## src/hw/rtl/assert_macros.svh

```systemverilog
// Assertion helpers, included by rgb_pixel_pack_ordered_dither_unit.sv.
// Every check samples on the rising edge of clk and is disabled while arst_n is low.
`ifndef ASSERT_MACROS_SVH
`define ASSERT_MACROS_SVH

`ifndef NO_ASSERTIONS

`define ASSERT_PROP(lbl, prop, msg) \
	lbl: assert property (@(posedge clk) disable iff (!arst_n) (prop)) else $error(msg);

`define ASSERT_NEVER(lbl, expr, msg) \
	lbl: assert property (@(posedge clk) disable iff (!arst_n) !(expr)) else $error(msg);

`else

`define ASSERT_PROP(lbl, prop, msg)

`define ASSERT_NEVER(lbl, expr, msg)

`endif

`endif

```

## src/hw/rtl/rppd_pkg.sv

```systemverilog
`default_nettype none

package rppd_pkg;

	// Field widths
	localparam int unsigned COORD_W  = 12;
	localparam int unsigned COMP_W   = 8;
	localparam int unsigned WORD_W   = 32;
	localparam int unsigned SHIFT_W  = 5;
	localparam int unsigned LEVEL_W  = 3;
	localparam int unsigned THR_W    = 5;
	localparam int unsigned CFG_IDX_W = 2;
	localparam int unsigned IN_DATA_W = 48;

	// Configuration register indexes
	typedef enum logic [CFG_IDX_W-1:0] {
		CFG_COLOR_MODE = 2'd0,
		CFG_RED_MASK   = 2'd1,
		CFG_GREEN_MASK = 2'd2,
		CFG_BLUE_MASK  = 2'd3
	} cfg_idx_t;

	// Colour modes
	localparam logic MODE_TRUECOLOR = 1'b0;
	localparam logic MODE_PSEUDO    = 1'b1;

	// Register reset values
	localparam logic [WORD_W-1:0] RED_MASK_RST   = 32'h00FF_0000;
	localparam logic [WORD_W-1:0] GREEN_MASK_RST = 32'h0000_FF00;
	localparam logic [WORD_W-1:0] BLUE_MASK_RST  = 32'h0000_00FF;

	// Top quantised level for three-bit and two-bit components
	localparam logic [LEVEL_W-1:0] TOP_LEVEL_3B = 3'd7;
	localparam logic [LEVEL_W-1:0] TOP_LEVEL_2B = 3'd3;

	// Round-up flags passed from stage 1 to the dither units
	typedef struct packed {
		logic red;
		logic green;
		logic blue;
	} round_up_t;

	// 4x4 Bayer threshold for the three-bit scale
	function automatic logic [THR_W-1:0] bayer_thr(input logic [1:0] row,
		input logic [1:0] col);
		logic [THR_W-1:0] t;
		begin
			case ({row, col})
				4'h0: t = 5'd0;
				4'h1: t = 5'd24;
				4'h2: t = 5'd6;
				4'h3: t = 5'd30;
				4'h4: t = 5'd16;
				4'h5: t = 5'd8;
				4'h6: t = 5'd22;
				4'h7: t = 5'd14;
				4'h8: t = 5'd4;
				4'h9: t = 5'd28;
				4'hA: t = 5'd2;
				4'hB: t = 5'd26;
				4'hC: t = 5'd20;
				4'hD: t = 5'd12;
				4'hE: t = 5'd18;
				4'hF: t = 5'd10;
				default: t = 5'd0;
			endcase
			return t;
		end
	endfunction

	// Leading zero count of a 32-bit mask, binary search in five steps.
	// An all-zero mask gives 31; the mask itself clears that channel later.
	function automatic logic [SHIFT_W-1:0] lead_zeros(input logic [WORD_W-1:0] m);
		logic [WORD_W-1:0] v;
		logic [SHIFT_W-1:0] n;
		begin
			v = m;
			n = '0;
			if (v[31:16] == 16'h0) begin
				n[4] = 1'b1;
				v = {v[15:0], 16'h0};
			end
			if (v[31:24] == 8'h0) begin
				n[3] = 1'b1;
				v = {v[23:0], 8'h0};
			end
			if (v[31:28] == 4'h0) begin
				n[2] = 1'b1;
				v = {v[27:0], 4'h0};
			end
			if (v[31:30] == 2'h0) begin
				n[1] = 1'b1;
				v = {v[29:0], 2'h0};
			end
			if (!v[31]) begin
				n[0] = 1'b1;
			end
			return n;
		end
	endfunction

endpackage

`default_nettype wire

```

## src/hw/rtl/rppd_align.sv

```systemverilog
`default_nettype none

module rppd_align (
	input  wire logic [rppd_pkg::COMP_W-1:0]  comp,
	input  wire logic [rppd_pkg::SHIFT_W-1:0] lz,
	output logic      [rppd_pkg::WORD_W-1:0]  aligned
);
	import rppd_pkg::*;

	logic [WORD_W-1:0] top_aligned;

	// Park the component at the top of the word, then drop it so its
	// top bit lands on the mask's top bit; low bits fall off the end
	assign top_aligned = {comp, {(WORD_W-COMP_W){1'b0}}};
	assign aligned     = top_aligned >> lz;

endmodule

`default_nettype wire

```

## src/hw/rtl/rppd_dither.sv

```systemverilog
`default_nettype none

module rppd_dither (
	input  wire logic [rppd_pkg::LEVEL_W-1:0] level,
	input  wire logic [rppd_pkg::LEVEL_W-1:0] top_level,
	input  wire logic                         round_up,
	output logic      [rppd_pkg::LEVEL_W-1:0] level_out
);
	import rppd_pkg::*;

	// Step up one level when above threshold, saturate at the top level
	always_comb begin
		if (round_up && (level != top_level)) begin
			level_out = level + LEVEL_W'(1);
		end else begin
			level_out = level;
		end
	end

endmodule

`default_nettype wire

```

## src/hw/rtl/rgb_pixel_pack_ordered_dither_unit.sv

```systemverilog
`default_nettype none

// RGB pixel packer with a 4x4 ordered-dither 3-3-2 mode. Each input transaction
// carries one pixel (pos_x, pos_y, red, green, blue) and yields exactly one
// output transaction holding a 32-bit frame-buffer word. In truecolor mode each
// component is aligned to the top bit of its channel mask, masked and ORed in;
// in pseudocolor mode red and green are dithered to three bits and blue to two,
// using the Bayer threshold at row pos_x mod 4 and column pos_y mod 4, and
// packed RRRGGGBB in bits 7..0. The datapath is a three-stage pipeline (mask
// leading-zero count and threshold compare, shift and dither, mask and pack),
// so a pixel is accepted every clock while the output is not stalled; its word
// passes the stage 1, 2 and 3 registers and is offered from stage 3. Write the
// configuration registers (index 0 colour mode, 1 red mask, 2 green mask,
// 3 blue mask) only while the pipeline is empty; the configuration port is
// always ready.
module rgb_pixel_pack_ordered_dither_unit (
	input  wire logic                             clk,
	input  wire logic                             arst_n,
	// Configuration writes
	input  wire logic                             cfg_valid,
	output logic                                  cfg_ready,
	input  wire logic [rppd_pkg::CFG_IDX_W-1:0]   cfg_index,
	input  wire logic [rppd_pkg::WORD_W-1:0]      cfg_data,
	// Pixel input
	input  wire logic                             s_tvalid,
	output logic                                  s_tready,
	// pos_x[11:0], pos_y[23:12], red[31:24], green[39:32], blue[47:40]
	input  wire logic [rppd_pkg::IN_DATA_W-1:0]   s_tdata,
	// Packed pixel output
	output logic                                  m_tvalid,
	input  wire logic                             m_tready,
	// pixel_word[31:0]
	output logic      [rppd_pkg::WORD_W-1:0]      m_tdata
);
	import rppd_pkg::*;

	// Configuration registers
	logic              color_mode_q;
	logic [WORD_W-1:0] red_mask_q;
	logic [WORD_W-1:0] green_mask_q;
	logic [WORD_W-1:0] blue_mask_q;

	// Unpacked input fields
	logic [COORD_W-1:0] in_pos_x;
	logic [COORD_W-1:0] in_pos_y;
	logic [COMP_W-1:0]  in_red;
	logic [COMP_W-1:0]  in_green;
	logic [COMP_W-1:0]  in_blue;
	logic [THR_W-1:0]   in_thr;
	round_up_t          in_up;

	// Stage controls
	logic vld_s1, vld_s2, vld_s3;
	logic ready_s1, ready_s2, ready_s3;

	// Stage 1 payload
	logic [COMP_W-1:0]  red_s1, green_s1, blue_s1;
	logic [SHIFT_W-1:0] lz_red_s1, lz_green_s1, lz_blue_s1;
	round_up_t          up_s1;

	// Stage 2 payload
	logic [WORD_W-1:0]  al_red_s2, al_green_s2, al_blue_s2;
	logic [LEVEL_W-1:0] dq_red_s2, dq_green_s2, dq_blue_s2;

	// Stage 3 payload
	logic [WORD_W-1:0]  pix_s3;

	// Stage 2 combinational results
	logic [WORD_W-1:0]  al_red, al_green, al_blue;
	logic [LEVEL_W-1:0] dq_red, dq_green, dq_blue;

	// Stage 3 combinational result
	logic [WORD_W-1:0]  pix_true;
	logic [WORD_W-1:0]  pix_pseudo;

	assign cfg_ready = 1'b1;

	// Take configuration writes
	always_ff @(posedge clk or negedge arst_n) begin
		if (!arst_n) begin
			color_mode_q <= MODE_TRUECOLOR;
			red_mask_q   <= RED_MASK_RST;
			green_mask_q <= GREEN_MASK_RST;
			blue_mask_q  <= BLUE_MASK_RST;
		end else if (cfg_valid && cfg_ready) begin
			case (cfg_idx_t'(cfg_index))
				CFG_COLOR_MODE: color_mode_q <= cfg_data[0];
				CFG_RED_MASK:   red_mask_q   <= cfg_data;
				CFG_GREEN_MASK: green_mask_q <= cfg_data;
				CFG_BLUE_MASK:  blue_mask_q  <= cfg_data;
				default: ;
			endcase
		end
	end

	// Advance a stage when its successor is empty or moving on
	assign ready_s3 = !vld_s3 || m_tready;
	assign ready_s2 = !vld_s2 || ready_s3;
	assign ready_s1 = !vld_s1 || ready_s2;
	assign s_tready = ready_s1;

	always_ff @(posedge clk or negedge arst_n) begin
		if (!arst_n) begin
			vld_s1 <= 1'b0;
			vld_s2 <= 1'b0;
			vld_s3 <= 1'b0;
		end else begin
			if (ready_s1) vld_s1 <= s_tvalid;
			if (ready_s2) vld_s2 <= vld_s1;
			if (ready_s3) vld_s3 <= vld_s2;
		end
	end

	// Stage 1: unpack, threshold compare, mask leading zeros
	assign in_pos_x = s_tdata[11:0];
	assign in_pos_y = s_tdata[23:12];
	assign in_red   = s_tdata[31:24];
	assign in_green = s_tdata[39:32];
	assign in_blue  = s_tdata[47:40];

	assign in_thr      = bayer_thr(in_pos_x[1:0], in_pos_y[1:0]);
	assign in_up.red   = in_red[4:0] > in_thr;
	assign in_up.green = in_green[4:0] > in_thr;
	assign in_up.blue  = in_blue[5:0] > {in_thr, 1'b0};

	always_ff @(posedge clk) begin
		if (ready_s1) begin
			red_s1      <= in_red;
			green_s1    <= in_green;
			blue_s1     <= in_blue;
			lz_red_s1   <= lead_zeros(red_mask_q);
			lz_green_s1 <= lead_zeros(green_mask_q);
			lz_blue_s1  <= lead_zeros(blue_mask_q);
			up_s1       <= in_up;
		end
	end

	// Stage 2: align to masks and dither
	rppd_align u_align_red (
		.comp    (red_s1),
		.lz      (lz_red_s1),
		.aligned (al_red)
	);

	rppd_align u_align_green (
		.comp    (green_s1),
		.lz      (lz_green_s1),
		.aligned (al_green)
	);

	rppd_align u_align_blue (
		.comp    (blue_s1),
		.lz      (lz_blue_s1),
		.aligned (al_blue)
	);

	rppd_dither u_dither_red (
		.level     (red_s1[7:5]),
		.top_level (TOP_LEVEL_3B),
		.round_up  (up_s1.red),
		.level_out (dq_red)
	);

	rppd_dither u_dither_green (
		.level     (green_s1[7:5]),
		.top_level (TOP_LEVEL_3B),
		.round_up  (up_s1.green),
		.level_out (dq_green)
	);

	rppd_dither u_dither_blue (
		.level     ({1'b0, blue_s1[7:6]}),
		.top_level (TOP_LEVEL_2B),
		.round_up  (up_s1.blue),
		.level_out (dq_blue)
	);

	always_ff @(posedge clk) begin
		if (ready_s2) begin
			al_red_s2   <= al_red;
			al_green_s2 <= al_green;
			al_blue_s2  <= al_blue;
			dq_red_s2   <= dq_red;
			dq_green_s2 <= dq_green;
			dq_blue_s2  <= dq_blue;
		end
	end

	// Stage 3: mask and merge, or pack RRRGGGBB
	assign pix_true   = (al_red_s2 & red_mask_q) | (al_green_s2 & green_mask_q) |
		(al_blue_s2 & blue_mask_q);
	assign pix_pseudo = {{(WORD_W-8){1'b0}}, dq_red_s2, dq_green_s2, dq_blue_s2[1:0]};

	always_ff @(posedge clk) begin
		if (ready_s3) begin
			pix_s3 <= (color_mode_q == MODE_PSEUDO) ? pix_pseudo : pix_true;
		end
	end

	assign m_tvalid = vld_s3;
	assign m_tdata  = pix_s3;

`include "assert_macros.svh"

	`ASSERT_PROP(a_full_when_blocked, !s_tready |-> (vld_s1 && vld_s2 && vld_s3), "input blocked with a free stage")
	`ASSERT_PROP(a_accept_fills_s1, (s_tvalid && s_tready) |=> vld_s1, "accepted transaction lost at stage 1")
	`ASSERT_PROP(a_s2_holds, (vld_s2 && !ready_s2) |=> (vld_s2 && $stable(al_red_s2) && $stable(dq_red_s2)), "stage 2 changed while stalled")
	`ASSERT_PROP(a_pseudo_high_zero, (vld_s3 && (color_mode_q == MODE_PSEUDO)) |-> (pix_s3[31:8] == 24'h0), "pseudocolour word has upper bits set")
	`ASSERT_NEVER(a_blue_over_top, vld_s2 && (dq_blue_s2 > TOP_LEVEL_2B), "blue level beyond two bits")

endmodule

`default_nettype wire
```

## config.mk

```make
export PLATFORM = sky130hd
export DESIGN_NAME = rgb_pixel_pack_ordered_dither_unit
export DESIGN_NICKNAME = d
export VERILOG_FILES = /design/src/hw/rtl/rppd_pkg.sv /design/src/hw/rtl/rppd_align.sv /design/src/hw/rtl/rppd_dither.sv /design/src/hw/rtl/rgb_pixel_pack_ordered_dither_unit.sv
export VERILOG_INCLUDE_DIRS = /design/src /design/src/hw/rtl
export SDC_FILE = /design/constraint.sdc
export NUM_CORES = 1
export LEC_CHECK = 0
export BUFFER_PORTS_ARGS = -buffer_cell sky130_fd_sc_hd__clkbuf_2
export CAP_MARGIN = 20
export CORE_ASPECT_RATIO = 0.9
export CORE_MARGIN = 2
export CORE_UTILIZATION = 55
export DETAILED_ROUTE_END_ITERATION = 7
export PLACE_DENSITY = 0.85
export SETUP_SLACK_MARGIN = 0.02
export SYNTH_ARGS = -nofsm -noshare
export SYNTH_HDL_FRONTEND = slang
export SYNTH_SLANG_ARGS = --single-unit
```

## constraint.sdc

```tcl
create_clock -name clk -period 7.21 [get_ports clk]
set_input_delay 1.442 -clock clk [delete_from_list [all_inputs] [get_ports clk]]
set_output_delay 1.442 -clock clk [all_outputs]
set_load 0.02 [all_outputs]
```

==> flow_summary.yaml <==
clock_network:
  post-cts-setup-buffer-count: 0
  clock_sinks: 278
  holdBufCountCts: 0
  count_of_instances_resized_after_the_clock_tree_is_built: 0
  worst_setup_hold_path_clk_slew_ps: 60
  cts_inserted_buffers: 28
  clk_path_buf_depth: 3
  root_buffer: "sky130_fd_sc_hd__clkbuf_16"
  cts_tree: "done"
  worstSkewPairLatency_ps: 550
  count_of_h_tree_levels_built_during_cts: 1
logic_synthesis:
  seq_area_frac_synth_pct: 62.2
  post-synth-top-area-cell: "sky130_fd_sc_hd__edfxtp_1"
  syn-cell-area_um2: 12700
  synth_most_common_cell: "sky130_fd_sc_hd__edfxtp_1"
  synth_top_cell_area_share_pct: 42.2
  syn_inst: 947
  postSynth.topFlopCell: "sky130_fd_sc_hd__edfxtp_1"
  register_bit_total_from_synthesis: 278
  list_of_most_frequent_post_synthesis_cells: "sky130_fd_sc_hd__edfxtp_1, sky130_fd_sc_hd__mux2_2, sky130_fd_sc_hd__nor2_1, sky130_fd_sc_hd__dfrtp_1, sky130_fd_sc_hd__mux2i_1"
  synth_cell_types: 68
  syn_area_per_cell_um2: 13.4
  syn_nets: 1051
  synth-edff-count: 178
  synthTopCellsByArea: "sky130_fd_sc_hd__edfxtp_1, sky130_fd_sc_hd__dfrtp_1, sky130_fd_sc_hd__mux2_2"
  asyncSetResetFlopFracSynth_pct: 36.0
  yosys_warnings: 0
worst_setup_path:
  path_cells: "clkbuf_2 -> nand4b_1 -> buf_4 -> clkbuf_2"
  critical-path-max-stage-delay_ps: 500
  critical-path-top-cell-by-count: "sky130_fd_sc_hd__clkbuf_2"
  critical_path.startpoint: "m_tready"
  timing.setup.critical_path_class: "input pin to output port"
  critPathArrivalTime_ps: 2450
  r2r_start: "blue_mask_q[19]"
  reg2reg_slack_ps: 3900
  cp_launch_type: "input pin"
  worst_setup_path_end_kind: "output port"
  worst-endpoint-required_ps: 5770
  master_of_the_slowest_instance_on_the_critical_path: "sky130_fd_sc_hd__buf_4"
  critical_path.max_fanout: 43
sta:
  max_clock_freq_mhz: 257
  timing_max_transition_violations_final: 0
  timing.final.crit_share_pct: 54.0
  rsz_0062_raised_after_global_routing: "no"
  setup_tns_ps: 0
  worst_slew_pin_slew_ps: 974
  timing.max_slew.rel_slack_pct: 35.1
  timing.hold.ws_ps: 476
  clock-skew-final_ps: 12.9
  setup_viol_count_final: 0
  final-hold-violation-count: 0
  period_needed_ps: 3900
run:
  cap_violations: 0
power_and_ir_drop:
  ir_worst_vdd_uv: 214
  leakage_nw: 5.79
  power_density_nw_per_um2: 342
floorplanning:
  area_of_the_die_um2: 24300
  initial_utilization_pct: 56.1
  placementRows: 52
  ios: 122
  die_width_um: 164
  coreArea_um2: 22600
  chipHeight_um: 148
detailed_routing:
  routed_wire_length_per_instance_um: 25.6
  drtIter0Drc: 1541
  drtPass1Iterations: 7
  drtAntennaViolNets: 0
  viasPerCell: 6.50
  via_count: 8877
  detail_route.drc_violations: 0
  route.final.wire_length_um: 34900
global_route:
  overflow: 0
  antenna_found_initial: 1
  first_pass_grt_wire_length_um: 52500
  grt_pass1_vias: 8553
  global_route.usage.total_pct: 29.3
  grt_max_degree: 59
finish:
  area_growth_pct: 14.2
  drive_gt1_share_pct: 30.5
  fin_nets: 1150
worst_hold_path:
  hold_path.class: "flop to flop"
  holdCritStartpoint: "vld_s1"
placed_design:
  half_perimeter_wire_length_after_detailed_placement_um: 25400
  port-buffer-count: 100
  place_congestion: 1.01
status:
  outcome: "finished clean"
==> cells in the final DEF (no fill, tap or decap), types with 7 or more instances in the layout <==
master and instances:
sky130_fd_sc_hd__inv_1 26, sky130_fd_sc_hd__o22a_1 10, sky130_fd_sc_hd__and2_1 10, sky130_fd_sc_hd__edfxtp_1 178, sky130_fd_sc_hd__o21ai_0 23, sky130_fd_sc_hd__nor4_1 14
sky130_fd_sc_hd__nand3_1 11, sky130_fd_sc_hd__nor3_1 9, sky130_fd_sc_hd__mux2i_1 43, sky130_fd_sc_hd__dfrtp_1 76, sky130_fd_sc_hd__buf_4 9, sky130_fd_sc_hd__ha_1 17
sky130_fd_sc_hd__clkinv_2 8, sky130_fd_sc_hd__a211oi_1 13, sky130_fd_sc_hd__o22ai_1 23, sky130_fd_sc_hd__dfstp_2 24, sky130_fd_sc_hd__clkbuf_16 29, sky130_fd_sc_hd__a21oi_1 34
sky130_fd_sc_hd__nand2b_1 13, sky130_fd_sc_hd__nand2_1 40, sky130_fd_sc_hd__nor2_1 101, sky130_fd_sc_hd__mux2_2 114, sky130_fd_sc_hd__clkbuf_2 99, sky130_fd_sc_hd__bufinv_16 7
sky130_fd_sc_hd__a222oi_1 32
==> where the power goes <==
part	internal [mW]	leakage, nW	total [mW]	switching, mW
registers	2.08	3.06	2.40	0.324
clock network	0.997	0.516	1.63	0.628
logic	0.379	2.22	0.920	0.542
==> state kept, by name (all words and copies together), names as in the netlist, 8 cells and up <==
signal and cells:
green_mask_q 32, al_red_s2 32, blue_mask_q 32, red_mask_q 32, m_tdata 32, green_s1 8
al_green_s2 32, red_s1 8, blue_s1 8, al_blue_s2 32
==> worst max-delay path: cells and delay by family <==
family / cells / cell delay, ps
buf+inv: 3 / 860
simple gates: 1 / 120
==> routing by layer <==
layer	up-vias	part of all wire (%)	track usage, %
li1	3859	-	-
met1	4345	39	42.2
met2	601	46	45.8
met3	72	12	5.30
met4	0	3.5	8.60
met5	-	0	0
==> final timing paths <==
path                                         to  cells after the start
worst max register to register    lz_blue_s1[1]                      6
max in group asynchronous        red_mask_q[25]                      2
worst min register to register           vld_s2                      1
worst min-delay path                     vld_s2                      1
worst max-delay path                   s_tready                      4
min in group asynchronous       blue_mask_q[10]                      1
==> through the flow <==
step           setup WS [ps]  utilization (%)  instances  instance area, um2  total power, mW
2_1_floorplan           2190                -        947               12700             2.90
3_3_place_gp            3320             59.5       1313               13400             3.27
3_5_place_dp            3290             59.5       1313               13400             3.30
4_1_cts                 3290             64.0       1365               14500             4.92
5_1_grt                 3220             64.0       1365               14500             5.10
6_report                3310             64.1       1366               14500             4.95
==> layout make-up <==
type | count | area, um2
Fill cell | 1660 | 8120
Sequential cell | 278 | 7880
Multi-Input combinational cell | 600 | 4500
Clock buffer | 32 | 747
Timing Repair Buffer | 108 | 563
Tap cell | 297 | 372
Clock inverter | 20 | 289
Inverter | 30 | 113
Antenna cell | 1 | 2.50
==> kinds of logic after synthesis <==
logic type / after synthesis / synth area share (%)
other: 1 / 0.0296
AO/OA/AOI/OAI: 180 / 10.6
flip-flops: 278 / 62.2
AND/OR/NAND/NOR: 240 / 9.34
buffers and inverters: 69 / 2.28
XOR/XNOR: 5 / 0.346
adder cells (fa/ha/maj): 17 / 1.68
multiplexers: 157 / 13.5
(Power assumes the default switching activity.)
